**src/rtl/sha1d_pkg.sv**
```systemverilog
// ----------------------------------------------------------------------------
// SHA-1 digest unit package
// Word types, sequencer states, control groups and SHA-1 constants shared by
// the digest unit and its submodules.
// ----------------------------------------------------------------------------
`default_nettype none

package sha1d_pkg;

  typedef struct packed {
    logic [7:0] data_byte;
    logic       last_byte;
    logic       no_data;
  } in_word_t;

  typedef struct packed {
    logic [31:0] digest_word_0;
    logic [31:0] digest_word_1;
    logic [31:0] digest_word_2;
    logic [31:0] digest_word_3;
    logic [31:0] digest_word_4;
  } out_word_t;

  typedef enum logic [2:0] {
    ST_IDLE,
    ST_PAD,
    ST_ROUND,
    ST_UPDATE,
    ST_DONE
  } state_t;

  // Round function group: rounds 0-19, 20-39, 40-59 and 60-79.
  typedef enum logic [1:0] {
    PH_CHOOSE,
    PH_PARITY_A,
    PH_MAJORITY,
    PH_PARITY_B
  } phase_t;

  typedef struct packed {
    logic       byte_en;
    logic       word_en;
    logic       round_en;
    logic [7:0] byte_val;
  } sched_ctrl_t;

  typedef struct packed {
    logic   round_en;
    logic   update_en;
    logic   iv_load;
    phase_t phase;
  } core_ctrl_t;

  localparam logic [31:0] IV0 = 32'h67452301;
  localparam logic [31:0] IV1 = 32'hEFCDAB89;
  localparam logic [31:0] IV2 = 32'h98BADCFE;
  localparam logic [31:0] IV3 = 32'h10325476;
  localparam logic [31:0] IV4 = 32'hC3D2E1F0;

  localparam logic [31:0] K_R0 = 32'h5A827999;
  localparam logic [31:0] K_R1 = 32'h6ED9EBA1;
  localparam logic [31:0] K_R2 = 32'h8F1BBCDC;
  localparam logic [31:0] K_R3 = 32'hCA62C1D6;

  localparam logic [7:0] PAD_MARK = 8'h80;

  localparam logic [6:0] ROUND_LAST   = 7'd79;
  localparam logic [6:0] ROUND_PH1    = 7'd20;
  localparam logic [6:0] ROUND_PH2    = 7'd40;
  localparam logic [6:0] ROUND_PH3    = 7'd60;
  localparam logic [5:0] FILL_LAST    = 6'd63;
  localparam logic [5:0] FILL_LEN_POS = 6'd56;
  localparam logic [63:0] BITS_PER_BYTE = 64'd8;

endpackage

`default_nettype wire

```
**src/rtl/sha1_digest_unit.sv**
```systemverilog
// ----------------------------------------------------------------------------
// SHA-1 digest unit
// Byte-serial SHA-1 engine with an iterative round core and a registered
// digest output.
// ----------------------------------------------------------------------------
// The unit takes the message one byte per input word and returns the 160-bit
// digest as one output word after the word marked last_byte. The
// sixty-fourth byte of a block starts the compression, which runs one round
// per cycle through a single shared round core: 80 rounds and then an update
// that adds the result into the chaining words, with in_stall high
// throughout. Finishing a message writes the padding one byte per cycle,
// paused by any compression, through the same byte path (the 0x80 mark,
// zeros and the 64-bit big-endian bit length), so the last word brings
// between 9 and 72 padding bytes and one or two compressions before the
// digest is loaded. The digest sits in an output register; the unit accepts
// new bytes while it waits there, and only holds off a further digest until
// it is taken. After a digest the unit is ready for a new message.
`default_nettype none

module sha1_digest_unit (
  input  wire logic                 clk,
  input  wire logic                 rst_n,
  input  wire logic                 in_valid,
  output logic                      in_stall,
  input  wire sha1d_pkg::in_word_t  in_word,
  output logic                      out_valid,
  input  wire logic                 out_stall,
  output sha1d_pkg::out_word_t      out_word
);

  sha1d_pkg::state_t      state_r, state_nxt;
  logic [5:0]             fill_r;
  logic [63:0]            len_r;
  logic [6:0]             rnd_r;
  logic                   fin_r;
  logic                   mark_r;
  logic                   lenph_r;
  logic                   out_valid_r;
  sha1d_pkg::out_word_t   out_word_r;

  sha1d_pkg::sched_ctrl_t sched_ctrl;
  sha1d_pkg::core_ctrl_t  core_ctrl;
  sha1d_pkg::phase_t      round_phase;
  sha1d_pkg::out_word_t   digest;
  logic [31:0]            sched_w;

  logic                   accept;
  logic                   data_en;
  logic                   block_full;
  logic                   len_now;
  logic                   out_load;
  logic [63:0]            len_shift;

  // Length bytes go out most significant first, at buffer positions 56 to 63.
  assign len_shift = len_r << {fill_r[2:0], 3'b000};
  assign len_now   = lenph_r || (fill_r == sha1d_pkg::FILL_LEN_POS);

  // Output logic of the sequencer.
  always_comb begin
    accept              = 1'b0;
    data_en             = 1'b0;
    out_load            = 1'b0;
    in_stall            = 1'b1;
    sched_ctrl.byte_en  = 1'b0;
    sched_ctrl.round_en = 1'b0;
    sched_ctrl.byte_val = in_word.data_byte;
    core_ctrl.round_en  = 1'b0;
    core_ctrl.update_en = 1'b0;
    core_ctrl.iv_load   = 1'b0;
    core_ctrl.phase     = round_phase;
    case (state_r)
      sha1d_pkg::ST_IDLE: begin
        in_stall           = 1'b0;
        accept             = in_valid;
        data_en            = in_valid && !in_word.no_data;
        sched_ctrl.byte_en = data_en;
      end
      sha1d_pkg::ST_PAD: begin
        sched_ctrl.byte_en = 1'b1;
        if (mark_r) begin
          sched_ctrl.byte_val = sha1d_pkg::PAD_MARK;
        end else if (len_now) begin
          sched_ctrl.byte_val = len_shift[63:56];
        end else begin
          sched_ctrl.byte_val = 8'h00;
        end
      end
      sha1d_pkg::ST_ROUND: begin
        sched_ctrl.round_en = 1'b1;
        core_ctrl.round_en  = 1'b1;
      end
      sha1d_pkg::ST_UPDATE: begin
        core_ctrl.update_en = 1'b1;
      end
      sha1d_pkg::ST_DONE: begin
        out_load          = !out_valid_r || !out_stall;
        core_ctrl.iv_load = out_load;
      end
      default: begin
        in_stall = 1'b1;
      end
    endcase
    sched_ctrl.word_en = sched_ctrl.byte_en && (fill_r[1:0] == 2'b11);
    block_full         = sched_ctrl.byte_en && (fill_r == sha1d_pkg::FILL_LAST);
  end

  always_comb begin
    if (rnd_r < sha1d_pkg::ROUND_PH1) begin
      round_phase = sha1d_pkg::PH_CHOOSE;
    end else if (rnd_r < sha1d_pkg::ROUND_PH2) begin
      round_phase = sha1d_pkg::PH_PARITY_A;
    end else if (rnd_r < sha1d_pkg::ROUND_PH3) begin
      round_phase = sha1d_pkg::PH_MAJORITY;
    end else begin
      round_phase = sha1d_pkg::PH_PARITY_B;
    end
  end

  // Next-state logic. After a compression the sequencer returns to taking
  // bytes, resumes padding, or presents the digest once the length is in.
  always_comb begin
    state_nxt = state_r;
    case (state_r)
      sha1d_pkg::ST_IDLE: begin
        if (accept) begin
          if (block_full) begin
            state_nxt = sha1d_pkg::ST_ROUND;
          end else if (in_word.last_byte) begin
            state_nxt = sha1d_pkg::ST_PAD;
          end
        end
      end
      sha1d_pkg::ST_PAD: begin
        if (block_full) begin
          state_nxt = sha1d_pkg::ST_ROUND;
        end
      end
      sha1d_pkg::ST_ROUND: begin
        if (rnd_r == sha1d_pkg::ROUND_LAST) begin
          state_nxt = sha1d_pkg::ST_UPDATE;
        end
      end
      sha1d_pkg::ST_UPDATE: begin
        if (!fin_r) begin
          state_nxt = sha1d_pkg::ST_IDLE;
        end else if (lenph_r) begin
          state_nxt = sha1d_pkg::ST_DONE;
        end else begin
          state_nxt = sha1d_pkg::ST_PAD;
        end
      end
      sha1d_pkg::ST_DONE: begin
        if (out_load) begin
          state_nxt = sha1d_pkg::ST_IDLE;
        end
      end
      default: begin
        state_nxt = sha1d_pkg::ST_IDLE;
      end
    endcase
  end

  always_ff @(posedge clk) begin
    if (!rst_n) begin
      state_r     <= sha1d_pkg::ST_IDLE;
      fill_r      <= '0;
      len_r       <= '0;
      rnd_r       <= '0;
      fin_r       <= 1'b0;
      mark_r      <= 1'b0;
      lenph_r     <= 1'b0;
      out_valid_r <= 1'b0;
    end else begin
      state_r <= state_nxt;
      if (sched_ctrl.byte_en) begin
        fill_r <= fill_r + 6'd1;
      end
      // The bit length counts message bytes only, never padding.
      if (out_load) begin
        len_r <= '0;
      end else if (data_en) begin
        len_r <= len_r + sha1d_pkg::BITS_PER_BYTE;
      end
      if (state_r == sha1d_pkg::ST_ROUND) begin
        rnd_r <= rnd_r + 7'd1;
      end else begin
        rnd_r <= '0;
      end
      if (accept && in_word.last_byte) begin
        fin_r  <= 1'b1;
        mark_r <= 1'b1;
      end else if (out_load) begin
        fin_r <= 1'b0;
      end else if (state_r == sha1d_pkg::ST_PAD) begin
        mark_r <= 1'b0;
      end
      if (out_load) begin
        lenph_r <= 1'b0;
      end else if (state_r == sha1d_pkg::ST_PAD && !mark_r
                   && fill_r == sha1d_pkg::FILL_LEN_POS) begin
        lenph_r <= 1'b1;
      end
      if (out_load) begin
        out_valid_r <= 1'b1;
      end else if (!out_stall) begin
        out_valid_r <= 1'b0;
      end
    end
  end

  always_ff @(posedge clk) begin
    if (out_load) begin
      out_word_r <= digest;
    end
  end

  assign out_valid = out_valid_r;
  assign out_word  = out_word_r;

  sha1d_msg_sched u_sched (
    .clk     (clk),
    .ctrl    (sched_ctrl),
    .sched_w (sched_w)
  );

  sha1d_round_core u_core (
    .clk     (clk),
    .rst_n   (rst_n),
    .ctrl    (core_ctrl),
    .sched_w (sched_w),
    .digest  (digest)
  );

  // A compression only ever starts on a completely filled block.
  assert property (@(posedge clk) disable iff (!rst_n)
    $rose(state_r == sha1d_pkg::ST_ROUND) |-> fill_r == 6'd0)
    else $error("compression started on a partial block");

  // The eightieth round is always followed by the chaining update.
  assert property (@(posedge clk) disable iff (!rst_n)
    (state_r == sha1d_pkg::ST_ROUND && rnd_r == sha1d_pkg::ROUND_LAST)
      |=> state_r == sha1d_pkg::ST_UPDATE)
    else $error("round count and sequencer out of step");

  // A digest is only presented after the length block was compressed.
  assert property (@(posedge clk) disable iff (!rst_n)
    state_r == sha1d_pkg::ST_DONE |-> (lenph_r && fin_r && fill_r == 6'd0))
    else $error("digest stage reached without a finished padding");

  // A new digest word appears only out of the digest stage.
  assert property (@(posedge clk) disable iff (!rst_n)
    (!out_valid_r ##1 out_valid_r) |-> $past(state_r) == sha1d_pkg::ST_DONE)
    else $error("digest word raised outside the digest stage");

endmodule

`default_nettype wire

```
**src/rtl/sha1d_msg_sched.sv**
```systemverilog
// ----------------------------------------------------------------------------
// SHA-1 message schedule
// Packs bytes into big-endian words and keeps the sixteen-word schedule
// window as a shift line that also produces the expanded words.
// ----------------------------------------------------------------------------
`default_nettype none

module sha1d_msg_sched (
  input  wire logic                  clk,
  input  wire sha1d_pkg::sched_ctrl_t ctrl,
  output logic [31:0]                sched_w
);

  logic [23:0] asm_r;
  logic [23:0] asm_nxt;
  logic [31:0] win_r   [16];
  logic [31:0] win_in;
  logic [31:0] expand_x;

  // Window entry i holds W[t+i]; the new entry is W[t+16].
  assign expand_x = win_r[13] ^ win_r[8] ^ win_r[2] ^ win_r[0];
  assign win_in   = ctrl.word_en ? {asm_r, ctrl.byte_val} : {expand_x[30:0], expand_x[31]};
  assign asm_nxt  = {asm_r[15:0], ctrl.byte_val};
  assign sched_w  = win_r[0];

  always_ff @(posedge clk) begin
    if (ctrl.byte_en) begin
      asm_r <= asm_nxt;
    end
    if (ctrl.word_en || ctrl.round_en) begin
      for (int i = 0; i < 15; i++) begin
        win_r[i] <= win_r[i + 1];
      end
      win_r[15] <= win_in;
    end
  end

endmodule

`default_nettype wire

```
**src/rtl/sha1d_round_core.sv**
```systemverilog
// ----------------------------------------------------------------------------
// SHA-1 round core
// Holds the chaining words and the working variables and applies one SHA-1
// round per cycle, then folds the working variables into the chaining words.
// ----------------------------------------------------------------------------
`default_nettype none

module sha1d_round_core (
  input  wire logic                 clk,
  input  wire logic                 rst_n,
  input  wire sha1d_pkg::core_ctrl_t ctrl,
  input  wire logic [31:0]          sched_w,
  output sha1d_pkg::out_word_t      digest
);

  logic [31:0] h0_r, h1_r, h2_r, h3_r, h4_r;
  logic [31:0] a_r, b_r, c_r, d_r, e_r;
  logic [31:0] f_val;
  logic [31:0] k_val;
  logic [31:0] t_nxt;
  logic [31:0] s0_nxt, s1_nxt, s2_nxt, s3_nxt, s4_nxt;

  always_comb begin
    case (ctrl.phase)
      sha1d_pkg::PH_CHOOSE: begin
        f_val = (b_r & c_r) | (~b_r & d_r);
        k_val = sha1d_pkg::K_R0;
      end
      sha1d_pkg::PH_PARITY_A: begin
        f_val = b_r ^ c_r ^ d_r;
        k_val = sha1d_pkg::K_R1;
      end
      sha1d_pkg::PH_MAJORITY: begin
        f_val = (b_r & c_r) | (b_r & d_r) | (c_r & d_r);
        k_val = sha1d_pkg::K_R2;
      end
      default: begin
        f_val = b_r ^ c_r ^ d_r;
        k_val = sha1d_pkg::K_R3;
      end
    endcase
  end

  assign t_nxt  = {a_r[26:0], a_r[31:27]} + f_val + e_r + k_val + sched_w;
  assign s0_nxt = h0_r + a_r;
  assign s1_nxt = h1_r + b_r;
  assign s2_nxt = h2_r + c_r;
  assign s3_nxt = h3_r + d_r;
  assign s4_nxt = h4_r + e_r;

  // The working variables equal the chaining words whenever no block is in
  // flight, so a block starts without a separate load step.
  always_ff @(posedge clk) begin
    if (!rst_n || ctrl.iv_load) begin
      h0_r <= sha1d_pkg::IV0;
      h1_r <= sha1d_pkg::IV1;
      h2_r <= sha1d_pkg::IV2;
      h3_r <= sha1d_pkg::IV3;
      h4_r <= sha1d_pkg::IV4;
      a_r  <= sha1d_pkg::IV0;
      b_r  <= sha1d_pkg::IV1;
      c_r  <= sha1d_pkg::IV2;
      d_r  <= sha1d_pkg::IV3;
      e_r  <= sha1d_pkg::IV4;
    end else if (ctrl.update_en) begin
      h0_r <= s0_nxt;
      h1_r <= s1_nxt;
      h2_r <= s2_nxt;
      h3_r <= s3_nxt;
      h4_r <= s4_nxt;
      a_r  <= s0_nxt;
      b_r  <= s1_nxt;
      c_r  <= s2_nxt;
      d_r  <= s3_nxt;
      e_r  <= s4_nxt;
    end else if (ctrl.round_en) begin
      a_r <= t_nxt;
      b_r <= a_r;
      c_r <= {b_r[1:0], b_r[31:2]};
      d_r <= c_r;
      e_r <= d_r;
    end
  end

  assign digest.digest_word_0 = h0_r;
  assign digest.digest_word_1 = h1_r;
  assign digest.digest_word_2 = h2_r;
  assign digest.digest_word_3 = h3_r;
  assign digest.digest_word_4 = h4_r;

endmodule

`default_nettype wire

```
**config.mk**
```make
export PLATFORM = sky130hd
export DESIGN_NAME = sha1_digest_unit
export DESIGN_NICKNAME = d
export VERILOG_FILES = /design/src/rtl/sha1d_pkg.sv /design/src/rtl/sha1_digest_unit.sv /design/src/rtl/sha1d_msg_sched.sv /design/src/rtl/sha1d_round_core.sv
export SDC_FILE = /design/constraint.sdc
export NUM_CORES = 2
export LEC_CHECK = 0
export BUFFER_PORTS_ARGS = -buffer_cell sky130_fd_sc_hd__buf_2
export CAP_MARGIN = 25
export CORE_MARGIN = 1.5
export CORE_UTILIZATION = 35
export CTS_CLUSTER_SIZE = 30
export DETAILED_ROUTE_END_ITERATION = 10
export PLACE_DENSITY_LB_ADDON = 0.08
export SLEW_MARGIN = 15
export SYNTH_ARGS = -nofsm -noshare
export SYNTH_HDL_FRONTEND = slang
export SYNTH_SLANG_ARGS = --single-unit
```
**constraint.sdc**
```tcl
create_clock -name clk -period 53.6 [get_ports clk]
set_input_delay 10.72 -clock clk [delete_from_list [all_inputs] [get_ports clk]]
set_output_delay 10.72 -clock clk [all_outputs]
set_load 0.05 [all_outputs]
```
Yosys cells after proc, flatten, opt, wreduce, memory -nomap -nowiden
Memories as Yosys holds them, arrays and structs flattened. Cells that the tools add are included.

Register bits: 588. Memory bits (writable): 512. Input bits: 14. Output and inout bits: 162. Word-level logic and storage cells: 140. Memories kept: 1.

Add/subtract/negate cells: 12. Magnitude comparators: 3. Equality and inequality tests: 17. Shift operators: 1. Multiplexer cells: 44. Bitwise gates (word level): 14. Reductions and logical operators: 24.

Memory list: u_sched.win_r (words 16, bits a word 32, rd ports 16, clocked after Yosys merged registers in 0, wr ports 16, RTL line sha1d_msg_sched.sv:16) `logic [31:0] win_r [16];`.

Operators by type and width (number): 32-bit two-way mux (11); 32-bit adder (9); 32-bit bitwise XOR (5); 32-bit bitwise AND (4); 32-bit OR (3); 32-bit case mux with 3 select lines (1); 64-bit by 4-bit adder with 64-bit output, second input constant (1); 32-bit case mux with 2 select lines (1); 64-bit by 6-bit left shift with 64-bit output (1); 32-bit inverter (1); 3-bit two-way mux (8); 8-bit two-way mux (3); 1-bit two-way mux (16); 3-bit case mux with 5 select lines (1); 7-bit by 6-bit < comparator with 1-bit output, second input constant (2); 6-bit equality test, second input constant (2); 2-bit != test, second input constant (4); 7-bit by 1-bit adder with 7-bit output, second input constant (1); 7-bit equality test, second input constant (1); 7-bit by 5-bit < comparator with 1-bit output, second input constant (1); 6-bit by 1-bit adder with 6-bit output, second input constant (1); 3-bit by 2-bit equality test with 1-bit output, second input constant (2); 1-bit logical AND (6); 2-bit nonzero test (3); other kinds (16) (27).

Logic depth before layout (Yosys ltp)
Word-level depth: 12. Mapped depth: 28. Gate-level depth less buffers: 26.

By module
Synthesis repeated with hierarchy kept, for this count alone.

Cells, all modules: 4669. Area, all modules: 52442.8 um^2.

By module, submodules not included: sha1d_round_core (times used 1, cells each 3229, area each 25607.1 um^2, seq. area each 6406.1 um^2); sha1d_msg_sched (times used 1, cells each 736, area each 17565.6 um^2, seq. area each 16095.4 um^2); sha1_digest_unit (times used 1, cells each 704, area each 9270.1 um^2, seq. area each 6426.2 um^2).

Least setup slack after synthesis
No wires, ideal clock.

Kind: in2reg. Start: input port in_word[0] (netlist bit). End: memory u_sched.win_r[0][0] (enable). Setup time: 0.905 ns. Arrival time: 23.424 ns. Data required time: 52.695 ns. Path slack: 29.271 ns. Stages on the path: 5. Buffers on the path: 0. Path through: and2b_1 nor2_1 nor3_2 nand2_1 nand2_1.

RTL lines: start: declaration (RTL line sha1_digest_unit.sv:25) `input wire sha1d_pkg::in_word_t in_word,`; end: declaration (RTL line sha1d_msg_sched.sv:16).

==> qor.yml <==
finClkSkew_ns: 0.05791
rsz0062_at_grt: "no"
max_cap_violations: 0
min_period_ns: 14.48
async_flop_share: 0
die_w_um: 385.3
slowest_stage: "buf_4"
post_cts_buffers: 0
die_h_um: 385.3
final_core_util: 0.4039
finalPower_w: 0.003302
max_clock_freq_mhz: 69.06
hold_buffers: 0
fin_setup_tns_ns: 0
core-area_um2: 145400
drc: 0
cts_resized: 0
cts_buffer_depth: 3
initial_utilization: 0.3518
syn_inst: 4444
pre_cts_ws_ns: 37.33
p_sw_w: 0.001229
outcome: "finished clean"
timing_hold_violations_final: 0
worstSetupEndpointType: "flop"
swShare: 0.3722
area_growth_pct: 14.82
synth_top_cells_by_area: "edfxtp_1, dfxtp_1, ha_1"
seq_power_share: 0.358
cts-htree-levels: 4
ys_seq_area_frac: 0.5656
crit_fanout: 75
n_fill_cell: 14110
grt_max_degree: 134
grt_pass1_wl_mm: 223.4
syn_nets: 4784
cp-startpoint: "in_word[0]"
synth_top_area_cell: "edfxtp_1"
overflow: 0
cts_sinks: 1097
power_density_nw_per_um2: 56.23
cpPeakStageDelay_ns: 0.81
num_vias: 34339
yosysMostFrequentCell: "edfxtp_1"
grt_use_total: 0.2036
start_kind: "input port"
crit_chain: "buf_2 > and2b_1 > nor2_1 > nor3_4 > buf_4 > nand2_1 > nand2_4 > buf_4 > buf_4 > buf_4 > buf_4 > buf_16"
clock_latency_ns: 0.78
max-slew-margin-rel: 0.3167
portBuffers: 175
timing_worst_setup_path_type: "in -> reg"
synthTopCellsByCount: "edfxtp_1, nand2_1, dfxtp_1"
cp_common_cell: "buf_4"
ir_drop_uv: 36.14
drt_wl_total_mm: 151.6
grt_pass1_vias: 33160
tightestPinTransition_ns: 1.014
drtIter0Drc: 2649
drive_gt1_frac: 0.1060
r2r-start: "rnd_r[5]"
p_clk_frac: 0.278
ys_warn_count: 0
ys_types: 85
combPwrFrac: 0.363
cts-root-buf: "clkbuf_16"
gp_congestion: 0.8652
ys_ff_latch: 1097
ant_nets: 0
p_leak_nw: 21.45
synth_flop_cell: "edfxtp_1"
drt_pass1_iterations: 8
dp_hpwl_mm: 107.6
synth_edf_count: 696
cts_tree: "yes"
critPathArrivalTime_ns: 14.92
hp-class: "reg -> reg"
setup_slack_ns: 39.12
fin_nets: 4960
setup_viol_count_final: 0
power.internal_w: 0.002073
synth_top_area_frac: 0.4086
syn_area_per_cell_um2: 11.51
ios: 176
hold_start: "u_sched.win_r[0][132]"
routed_via_density: 5.175
netlist_area_um2: 51150
cp.required_ns: 54.04
finalCritPeriodShare: 0.2702
numCtsBuffers: 131
antenna_found_initial: 4
hold_slack_ns: 0.4065
slew_viol_final: 0
routedWlPerCell_um: 22.84
cts.clk_slew.worst_paths_ns: 0.06
die_area_um2: 148400
rows: 140
power by group through the flow:
| stage | Clock, W | Sequential, W | Combinational (W) |
|---|---|---|---|
| finish | 0.000919 | 0.00118 | 0.00120 |
| global route | 0.000978 | 0.00120 | 0.00134 |
| CTS | 0.000948 | 0.00119 | 0.00120 |
| detailed placement | 0 | 0.00120 | 0.00119 |
| global placement | 0 | 0.00120 | 0.00119 |
| floorplan | 0 | 0.00118 | 0.000884 |
final timing paths:
kind                                end  slack [ns]  depth (start not counted)
hold / removal    u_sched.win_r[0][100]        0.41                          0
hold reg to reg   u_sched.win_r[0][100]        0.41                          0
setup / recovery  u_sched.win_r[0][186]       39.12                         12
setup reg to reg         u_core.a_r[29]       46.10                         26
per-stage QoR:
step	std cells	instance area, um^2
4_1_cts	6631	58650
3_3_place_gp	6399	54160
2_1_floorplan	4444	51150
3_5_place_dp	6401	54200
5_1_grt	6634	58730
6_report	6635	58730
critical path: cells and delay by family:
family        cells  cell delay, ns
buf+inv           7            2.93
simple gates      5            1.16
placed cells by master, fill, tap and decap left out, drive strengths merged, types with 41 or more instances in the layout:
cell / n
a21oi: 392
clkinv: 45
fa: 125
nand2: 482
inv: 249
nand3: 92
nor3: 60
o21ai: 262
edfxtp: 696
clkbuf: 159
a21o: 99
buf: 221
o211ai: 41
nor2: 239
mux2i: 41
dfxtp: 401
a211oi: 64
xnor2: 216
ha: 201
xor2: 86
kinds of logic (layout without fill, tap and decap cells):
logic type,after synthesis,count (layout),share of synthesized area
buf+inv,421,694,0.03092
compound gates,1115,1115,0.1348
xor+xnor,304,304,0.05262
flops,1097,1097,0.5656
simple gates,1092,1092,0.09653
other cells,0,1,0
mux,89,89,0.02145
fa+ha+maj,326,326,0.09809
per-layer routing:
| layer | part of all wire | global-route usage | wire length, um | vias to the layer above |
|---|---|---|---|---|
| met2 | 0.47 | 0.3300 | 71250 | 769 |
| met1 | 0.46 | 0.2795 | 69540 | 16946 |
| met5 | 0 | 0 | 0 | - |
| met4 | 0.030 | 0.06587 | 4539 | 0 |
| met3 | 0.041 | 0.03002 | 6225 | 206 |
| li1 | - | - | - | 16418 |
registers in the layout, summed over array words and instances, names as in the netlist, 32 cells and up:
| signal | flops |
|---|---|
| u_core.h4_r | 32 |
| u_core.d_r | 32 |
| u_core.h0_r | 32 |
| u_core.h1_r | 32 |
| u_core.a_r | 32 |
| u_core.c_r | 32 |
| u_core.b_r | 32 |
| u_core.e_r | 32 |
| out_word | 160 |
| u_core.h2_r | 32 |
| len_r | 61 |
| u_sched.win_r | 512 |
| u_core.h3_r | 32 |
cell type report:
type                    instances  area (um^2)  area share
repair buffers                221         1329     0.02263
inverters                     243        918.4     0.01564
flip-flops and latches       1097        28930      0.4926
clock buffers                 159         3445     0.05865
multi-input cells            2926        20690      0.3524
diodes                          1        2.502  0.00004261
clock inverters                71         1010     0.01719
well taps                    1917         2399     0.04084
(Power assumes the default switching activity.)
